## src/hw/rtl/qrn_pkg.sv

```systemverilog
// Shared types, constants and the product term table for the quaternion rotate unit.
// Depends on nothing; used by quaternion_rotate_normalize_unit and its checker.
package qrn_pkg;

	localparam int FRAC_BITS = 14;
	localparam int QW = 16;
	localparam int PW = 34;
	localparam int MW = 33;
	localparam int QB = FRAC_BITS + 2;
	localparam int DW = 32 + QB;
	localparam int CW = 5;

	localparam logic signed [QW-1:0] ONE_Q =
		((64'sd1 <<< FRAC_BITS) > 64'sd32767) ? 16'sd32767 : QW'(64'sd1 <<< FRAC_BITS);

	localparam logic OP_LOAD = 1'b0;
	localparam logic OP_ROTATE = 1'b1;

	typedef enum logic [6:0] {
		ST_IDLE  = 7'b0000001,
		ST_MUL   = 7'b0000010,
		ST_ABS   = 7'b0000100,
		ST_ALIGN = 7'b0001000,
		ST_SQ    = 7'b0010000,
		ST_SQRT  = 7'b0100000,
		ST_DIV   = 7'b1000000
	} state_t;

	typedef struct packed {
		logic       neg;
		logic [1:0] comp;
		logic [1:0] ai;
		logic [1:0] qi;
	} term_t;

	function automatic term_t term(input logic [3:0] idx);
		term_t t;
		t.comp = idx[3:2];
		unique case (idx)
			4'd0:  begin t.neg = 1'b0; t.ai = 2'd0; t.qi = 2'd0; end
			4'd1:  begin t.neg = 1'b1; t.ai = 2'd1; t.qi = 2'd1; end
			4'd2:  begin t.neg = 1'b1; t.ai = 2'd2; t.qi = 2'd2; end
			4'd3:  begin t.neg = 1'b1; t.ai = 2'd3; t.qi = 2'd3; end
			4'd4:  begin t.neg = 1'b0; t.ai = 2'd0; t.qi = 2'd1; end
			4'd5:  begin t.neg = 1'b0; t.ai = 2'd1; t.qi = 2'd0; end
			4'd6:  begin t.neg = 1'b0; t.ai = 2'd2; t.qi = 2'd3; end
			4'd7:  begin t.neg = 1'b1; t.ai = 2'd3; t.qi = 2'd2; end
			4'd8:  begin t.neg = 1'b0; t.ai = 2'd0; t.qi = 2'd2; end
			4'd9:  begin t.neg = 1'b0; t.ai = 2'd2; t.qi = 2'd0; end
			4'd10: begin t.neg = 1'b0; t.ai = 2'd3; t.qi = 2'd1; end
			4'd11: begin t.neg = 1'b1; t.ai = 2'd1; t.qi = 2'd3; end
			4'd12: begin t.neg = 1'b0; t.ai = 2'd0; t.qi = 2'd3; end
			4'd13: begin t.neg = 1'b0; t.ai = 2'd3; t.qi = 2'd0; end
			4'd14: begin t.neg = 1'b0; t.ai = 2'd1; t.qi = 2'd2; end
			default: begin t.neg = 1'b1; t.ai = 2'd2; t.qi = 2'd1; end
		endcase
		return t;
	endfunction

endpackage

```

## src/hw/rtl/quaternion_rotate_normalize_unit.sv

```systemverilog
// Quaternion orientation keeper: Hamilton product, range alignment, square root and division.
// Depends on qrn_pkg; a 16x16 multiplier for the product terms, a 31-bit squarer, separate
// compare/subtract logic for the square root and the division, and a sequencer. A load raises
// the output after its input transfer, a rotate with a zero product after the product terms,
// and any other rotate after the product terms, alignment, the squares, the bit-serial square
// root and the restoring divisions. One item is in work at a time. Reset clears the orientation.
module quaternion_rotate_normalize_unit (
	input  logic        clk,
	input  logic        arst_n,
	input  logic        s_tvalid,
	output logic        s_tready,
	input  logic [63:0] s_tdata,  // in_w, in_x, in_y, in_z
	input  logic [0:0]  s_tuser,  // operation
	output logic        m_tvalid,
	input  logic        m_tready,
	output logic [63:0] m_tdata,  // out_w, out_x, out_y, out_z
	output logic [0:0]  m_tuser   // zero_norm
);

	qrn_pkg::state_t state_q;
	logic [qrn_pkg::CW-1:0] cnt_q;
	logic [1:0] ci_q;
	logic done_q;
	logic flag_q;

	logic signed [qrn_pkg::QW-1:0] a_q [4];
	logic signed [qrn_pkg::QW-1:0] ori_q [4];
	logic signed [qrn_pkg::PW-1:0] p_q [4];
	logic [qrn_pkg::MW-1:0] m_q [4];
	logic [3:0] neg_q;

	logic signed [31:0] prod_q;
	qrn_pkg::term_t tag_q;
	logic [61:0] sqp_q;
	logic [63:0] s_q;
	logic [63:0] r_q;
	logic [63:0] bit_q;
	logic [qrn_pkg::DW-1:0] rem_q;
	logic [qrn_pkg::DW-1:0] dsh_q;
	logic [qrn_pkg::QB-1:0] quo_q;
	logic div_init_q;

	qrn_pkg::term_t tcur;
	logic hi, lo, zero;
	logic [63:0] rt;
	logic ge;
	logic [qrn_pkg::QB-1:0] quo_n;
	logic signed [qrn_pkg::QB:0] sv;
	logic signed [qrn_pkg::QW-1:0] sat_v;

	assign s_tready = (state_q == qrn_pkg::ST_IDLE) && !done_q;
	assign tcur = qrn_pkg::term(cnt_q[3:0]);

	always_comb begin
		hi = 1'b0;
		lo = 1'b1;
		zero = 1'b1;
		for (int i = 0; i < 4; i++) begin
			hi = hi | (|m_q[i][qrn_pkg::MW-1:31]);
			lo = lo & ~(|m_q[i][qrn_pkg::MW-1:30]);
			zero = zero & (p_q[i] == '0);
		end
		rt = r_q + bit_q;
		ge = rem_q >= dsh_q;
		quo_n = {quo_q[qrn_pkg::QB-2:0], ge};
		sv = neg_q[ci_q] ? -$signed({1'b0, quo_n}) : $signed({1'b0, quo_n});
		if (sv > 32767) begin
			sat_v = 16'sd32767;
		end else if (sv < -32768) begin
			sat_v = -16'sd32768;
		end else begin
			sat_v = qrn_pkg::QW'(sv);
		end
	end

	always_ff @(posedge clk or negedge arst_n) begin
		if (!arst_n) begin
			state_q <= qrn_pkg::ST_IDLE;
			cnt_q <= '0;
			ci_q <= '0;
			done_q <= 1'b0;
			flag_q <= 1'b0;
			div_init_q <= 1'b0;
			m_tvalid <= 1'b0;
			for (int i = 0; i < 4; i++) ori_q[i] <= '0;
		end else begin
			if (done_q && (!m_tvalid || m_tready)) begin
				m_tvalid <= 1'b1;
				m_tdata <= {ori_q[3], ori_q[2], ori_q[1], ori_q[0]};
				m_tuser <= flag_q;
				done_q <= 1'b0;
			end else if (m_tvalid && m_tready) begin
				m_tvalid <= 1'b0;
			end
			unique case (state_q)
				qrn_pkg::ST_IDLE: begin
					if (s_tvalid && s_tready) begin
						for (int i = 0; i < 4; i++) begin
							a_q[i] <= s_tdata[16*i +: 16];
							p_q[i] <= '0;
						end
						flag_q <= 1'b0;
						cnt_q <= '0;
						if (s_tuser[0] == qrn_pkg::OP_LOAD) begin
							for (int i = 0; i < 4; i++) ori_q[i] <= s_tdata[16*i +: 16];
							done_q <= 1'b1;
						end else begin
							state_q <= qrn_pkg::ST_MUL;
						end
					end
				end
				qrn_pkg::ST_MUL: begin
					if (cnt_q != '0) begin
						if (tag_q.neg) p_q[tag_q.comp] <= p_q[tag_q.comp] - qrn_pkg::PW'(prod_q);
						else p_q[tag_q.comp] <= p_q[tag_q.comp] + qrn_pkg::PW'(prod_q);
					end
					if (cnt_q[4]) begin
						state_q <= qrn_pkg::ST_ABS;
					end else begin
						prod_q <= a_q[tcur.ai] * ori_q[tcur.qi];
						tag_q <= tcur;
					end
					cnt_q <= cnt_q + 1'b1;
				end
				qrn_pkg::ST_ABS: begin
					for (int i = 0; i < 4; i++) begin
						neg_q[i] <= p_q[i][qrn_pkg::PW-1];
						m_q[i] <= p_q[i][qrn_pkg::PW-1] ? qrn_pkg::MW'(-p_q[i])
							: qrn_pkg::MW'(p_q[i]);
					end
					if (zero) begin
						ori_q[0] <= qrn_pkg::ONE_Q;
						for (int i = 1; i < 4; i++) ori_q[i] <= '0;
						flag_q <= 1'b1;
						done_q <= 1'b1;
						state_q <= qrn_pkg::ST_IDLE;
					end else begin
						state_q <= qrn_pkg::ST_ALIGN;
					end
				end
				qrn_pkg::ST_ALIGN: begin
					if (hi) begin
						for (int i = 0; i < 4; i++) m_q[i] <= m_q[i] >> 1;
					end else if (lo) begin
						for (int i = 0; i < 4; i++) m_q[i] <= m_q[i] << 1;
					end else begin
						cnt_q <= '0;
						s_q <= '0;
						state_q <= qrn_pkg::ST_SQ;
					end
				end
				qrn_pkg::ST_SQ: begin
					if (cnt_q != '0) s_q <= s_q + 64'(sqp_q);
					if (cnt_q == qrn_pkg::CW'(4)) begin
						cnt_q <= '0;
						r_q <= '0;
						bit_q <= 64'd1 << 62;
						state_q <= qrn_pkg::ST_SQRT;
					end else begin
						sqp_q <= m_q[cnt_q[1:0]][30:0] * m_q[cnt_q[1:0]][30:0];
						cnt_q <= cnt_q + 1'b1;
					end
				end
				qrn_pkg::ST_SQRT: begin
					if (s_q >= rt) begin
						s_q <= s_q - rt;
						r_q <= (r_q >> 1) + bit_q;
					end else begin
						r_q <= r_q >> 1;
					end
					bit_q <= bit_q >> 2;
					cnt_q <= cnt_q + 1'b1;
					if (cnt_q == qrn_pkg::CW'(31)) begin
						ci_q <= '0;
						div_init_q <= 1'b1;
						state_q <= qrn_pkg::ST_DIV;
					end
				end
				qrn_pkg::ST_DIV: begin
					if (div_init_q) begin
						rem_q <= (qrn_pkg::DW'(m_q[ci_q][30:0]) << qrn_pkg::FRAC_BITS)
							+ qrn_pkg::DW'(r_q[31:1]);
						dsh_q <= qrn_pkg::DW'(r_q[31:0]) << (qrn_pkg::QB - 1);
						quo_q <= '0;
						cnt_q <= '0;
						div_init_q <= 1'b0;
					end else begin
						if (ge) rem_q <= rem_q - dsh_q;
						quo_q <= quo_n;
						dsh_q <= dsh_q >> 1;
						cnt_q <= cnt_q + 1'b1;
						if (cnt_q == qrn_pkg::CW'(qrn_pkg::QB - 1)) begin
							ori_q[ci_q] <= sat_v;
							ci_q <= ci_q + 1'b1;
							div_init_q <= (ci_q != 2'd3);
							if (ci_q == 2'd3) begin
								done_q <= 1'b1;
								state_q <= qrn_pkg::ST_IDLE;
							end
						end
					end
				end
				default: state_q <= qrn_pkg::ST_IDLE;
			endcase
		end
	end

endmodule

```

## config.mk

```make
export PLATFORM = sky130hd
export DESIGN_NAME = quaternion_rotate_normalize_unit
export DESIGN_NICKNAME = d
export VERILOG_FILES = /design/src/hw/rtl/qrn_pkg.sv /design/src/hw/rtl/quaternion_rotate_normalize_unit.sv
export SDC_FILE = /design/constraint.sdc
export NUM_CORES = 2
export LEC_CHECK = 0
export BUFFER_PORTS_ARGS = -buffer_cell sky130_fd_sc_hd__buf_2
export CORE_MARGIN = 3
export CORE_UTILIZATION = 30
export CTS_BUF_LIST = sky130_fd_sc_hd__clkbuf_4
export CTS_CLUSTER_DIAMETER = 40
export CTS_CLUSTER_SIZE = 20
export DETAILED_ROUTE_END_ITERATION = 6
export SLEW_MARGIN = 10
export SYNTH_ARGS = -nofsm -noshare
export SYNTH_HDL_FRONTEND = slang
export SYNTH_SLANG_ARGS = --single-unit
```

## constraint.sdc

```tcl
create_clock -name clk -period 22.8 [get_ports clk]
set_input_delay 2.28 -clock clk [delete_from_list [all_inputs] [get_ports clk]]
set_output_delay 2.28 -clock clk [all_outputs]
set_load 0.01 [all_outputs]
```

==> flow_metrics.py <==
metrics = {
    "synthesis": {
        "combinational_family_with_the_most_area_after_synthesis": "adder cells",
        "syn-mean-instance-area_um2": 9.63,
        "synthesis.instances": 9547,
        "asyncSetResetFlopFracSynth_pct": 9.64,
        "ys_ff_latch": 851,
        "ys_seq_area_share_pct": 27.3,
        "synthesized_area_fraction_occupied_by_adder_cells_pct": 30.9,
        "synth_compound_gate_area_share_pct": 13.0,
        "synth.lib_cells_used.distinct": 86,
        "synth-edff-count": 764,
        "yosysWarnings": 0,
        "synthesis.area_um2": 92000,
        "post_synth_xor_area_fraction_pct": 5.81,
        "yosys.area_share.simple_pct": 12.1,
        "mux_contribution_to_synthesized_area_pct": 3.69,
        "syn_nets": 11300,
        "dominantRegCellSynth": "edfxtp_1",
    },
    "critical_path": {
        "start_kind": "flip-flop",
        "reg2reg_depth": 30,
        "rrSetupSlack_ns": 11.51,
        "critPathMaxFanout": 40,
        "r2r-end": "sqp_q[61]$_DFFE_PP_",
        "critPathBufInv": 6,
        "cp-end-kind": "flip-flop",
        "critPathMaxStageDelay_ns": 0.85,
        "critical_path_arrival_ns": 12.16,
        "worst-endpoint-required_ns": 23.67,
        "path_class": "flip-flop to flip-flop",
        "critPathSlowestCell": "dfrtp_4",
        "worst_path_dominant_cell_family": "adder cells",
        "critical_path.most_common_cell": "fa_1",
        "timing.rr.start": "cnt_q[1]$_DFFE_PN0P_",
    },
    "route": {
        "post-route-drc-count": 0,
        "postRouteAntennaNets": 0,
        "detailedRoute.firstIterationViolations": 6051,
        "first_pass_iters": 6,
        "via_per_inst": 5.12,
        "route.vias.total": 70800,
        "wl_per_cell_um": 20.2,
        "routed_wl_um": 279000,
    },
    "hold_path": {
        "hp-class": "flip-flop to flip-flop",
        "worst_hold_startpoint": "ori_q[32]$_DFFE_PN0P_",
        "min_delay_worst_endpoint": "m_tdata[16]$_DFFE_PP_",
        "whs_path_depth": 0,
    },
    "placed_design": {
        "place_congestion": 0.913,
        "placement.setup.worst_slack_ns": 11.72,
        "place.port_buffers": 135,
        "placed_area_um2": 97600,
        "dpl.hpwl_um": 215000,
    },
    "clocking": {
        "cts_htree_levels": 4,
        "count_of_hold_fix_buffers_inserted_at_cts": 0,
        "clock-root-buffer": "clkbuf_4",
        "clock_sinks": 851,
        "cts.repair_timing.setup_buffer_count": 0,
        "tritoncts.num_buffers": 157,
        "cts_repair_resize_count": 0,
        "cts_tree": "built",
        "cts.reportedPaths.clkPinSlew_ns": 0.14,
        "insertion_delay_ns": 1.24,
        "clk_path_buf_depth": 3,
    },
    "outcome": {
        "run_status": "complete, no violations",
    },
    "sta": {
        "timing.final.crit_share_pct": 49.5,
        "final.hold.worst_slack_ns": 0.430,
        "grt_setup_unrepaired": "false",
        "finalSetupTns_ns": 0,
        "postLayoutSetupSlackWorst_ns": 11.51,
        "maxSlewViolCount": 0,
        "report.final.hold_viol_count": 0,
        "actual_transition_at_the_worst_max_transition_pin_ns": 1.33,
        "report.final.setup_viol": 0,
        "finalClockSkew_ns": 0.130,
        "min_period_ns": 11.29,
        "max_freq_mhz": 88.6,
        "slew_headroom_pct": 10.9,
    },
    "finish": {
        "final_layout_size_suffix_gt1_share_pct": 8.11,
        "layout.cells.most_common_list": "inv_1, fa_1, nand2_1",
        "post-route-cell-area_um2": 100000,
        "final.fill_count": 31400,
        "num-nets-final": 11300,
        "layout_commonest_cell": "inv_1",
        "syn2layout_area_growth_pct": 9.00,
    },
    "global_routing": {
        "top_usage_layer": "met2",
        "groute.layer.met3.usage_pct": 3.04,
        "grt_pass1_wl_um": 433000,
        "antenna_found_initial": 8,
        "grt_start_max_net_pins": 88,
        "grtUsageMet1_pct": 23.2,
        "grtUsageMet2_pct": 29.5,
        "gr-total-overflow": 0,
        "number_of_global_route_vias_before_repair": 71800,
        "grtUsageTotal_pct": 17.6,
    },
    "die": {
        "die_width_um": 560,
        "dieHeight_um": 560,
        "design.portCount": 136,
        "floorplan.initialDensity_pct": 30.2,
        "row_count": 202,
        "core_region_area_um2": 304000,
        "die_area_um2": 313000,
    },
    "flow_run": {
        "drv_cap": 0,
    },
}
logic make-up after synthesis:
family	Yosys count
AND/OR/NAND/NOR	2520
buffers and inverters	1753
XOR/XNOR	610
AO/OA/AOI/OAI	1908
flip-flops	851
multiplexers	239
adder cells (fa/ha/maj)	1666
cell usage after synthesis (21+ instances only):
cell	n	area (um2)
a211oi_1	55	413
o21a_1	62	465
nand2b_1	66	413
nor4_1	25	156
nor2_1	844	3170
xor2_1	275	2410
nand2_1	992	3720
buf_1	48	180
nor2b_1	75	469
a221oi_1	43	377
and3_1	48	300
o21bai_1	52	390
mux2_2	61	687
o31ai_1	53	398
o22ai_1	62	388
ha_1	652	8160
clkbuf_1	310	1160
nand3_1	101	505
nand4_1	64	400
or3_1	53	332
xnor2_1	335	2930
edfxtp_1	764	22900
o21ai_1	55	275
inv_1	1383	5190
fa_1	1014	20300
a22oi_1	38	285
dfrtp_1	81	2030
and2_1	68	425
a21oi_1	489	2450
a221oi_2	24	360
o41ai_1	30	263
mux4_2	74	1670
a21boi_0	21	158
o211ai_1	21	158
a31oi_1	91	569
o21ai_0	523	2620
a21o_1	166	1250
mux2i_1	104	1040
or4_1	23	173
nor3_1	87	435
worst max path at each step:
stage	startpoint	end	slack (ns)	cells past startpoint
floorplan	r_q[2]$_SDFFCE_PN0P_	s_q[0]$_DFFE_PP_	12.93	25
global placement	cnt_q[1]$_DFFE_PN0P_	sqp_q[61]$_DFFE_PP_	11.75	32
detailed placement	cnt_q[1]$_DFFE_PN0P_	sqp_q[61]$_DFFE_PP_	11.72	30
CTS	cnt_q[1]$_DFFE_PN0P_	sqp_q[61]$_DFFE_PP_	11.63	30
global route	cnt_q[1]$_DFFE_PN0P_	sqp_q[61]$_DFFE_PP_	11.17	30
finish	cnt_q[1]$_DFFE_PN0P_	sqp_q[61]$_DFFE_PP_	11.51	30
layer usage:
layer / routed length [um] / vias to the layer above
met5: 0 / -
met4: 8140 / 0
met3: 19400 / 454
met2: 134000 / 2464
met1: 118000 / 35300
li1: - / 32600
layout make-up:
cell class                      instances  area, um2  share of cell area (%)
Antenna cell                           11       27.5                  0.0275
Sequential cell                       851      25100                    25.0
Timing Repair Buffer                  264       1650                    1.64
Clock buffer                          173       1300                    1.30
Clock inverter                        118       1360                    1.35
Inverter                             1392       5230                    5.21
Multi-Input combinational cell       6943      60500                    60.3
Tap cell                             4080       5100                    5.09
state kept, by name, summed over array words and instances, names as in the netlist, 7 cells and up, named ones only:
register  flops
p_q         136
m_q         132
a_q          64
m_tdata      64
ori_q        64
r_q          64
s_q          64
sqp_q        61
rem_q        48
dsh_q        47
bit_q        32
prod_q       32
quo_q        15
state_q       7
per-stage QoR:
step,utilization [%],std cells
floorplan,-,9547
global route,33.0,13800
finish,33.0,13800
CTS,33.0,13800
global placement,32.1,13500
detailed placement,32.1,13500
Power is not shown: default switching activity piles up to over one toggle a cycle in this logic, so the estimate is an artifact.
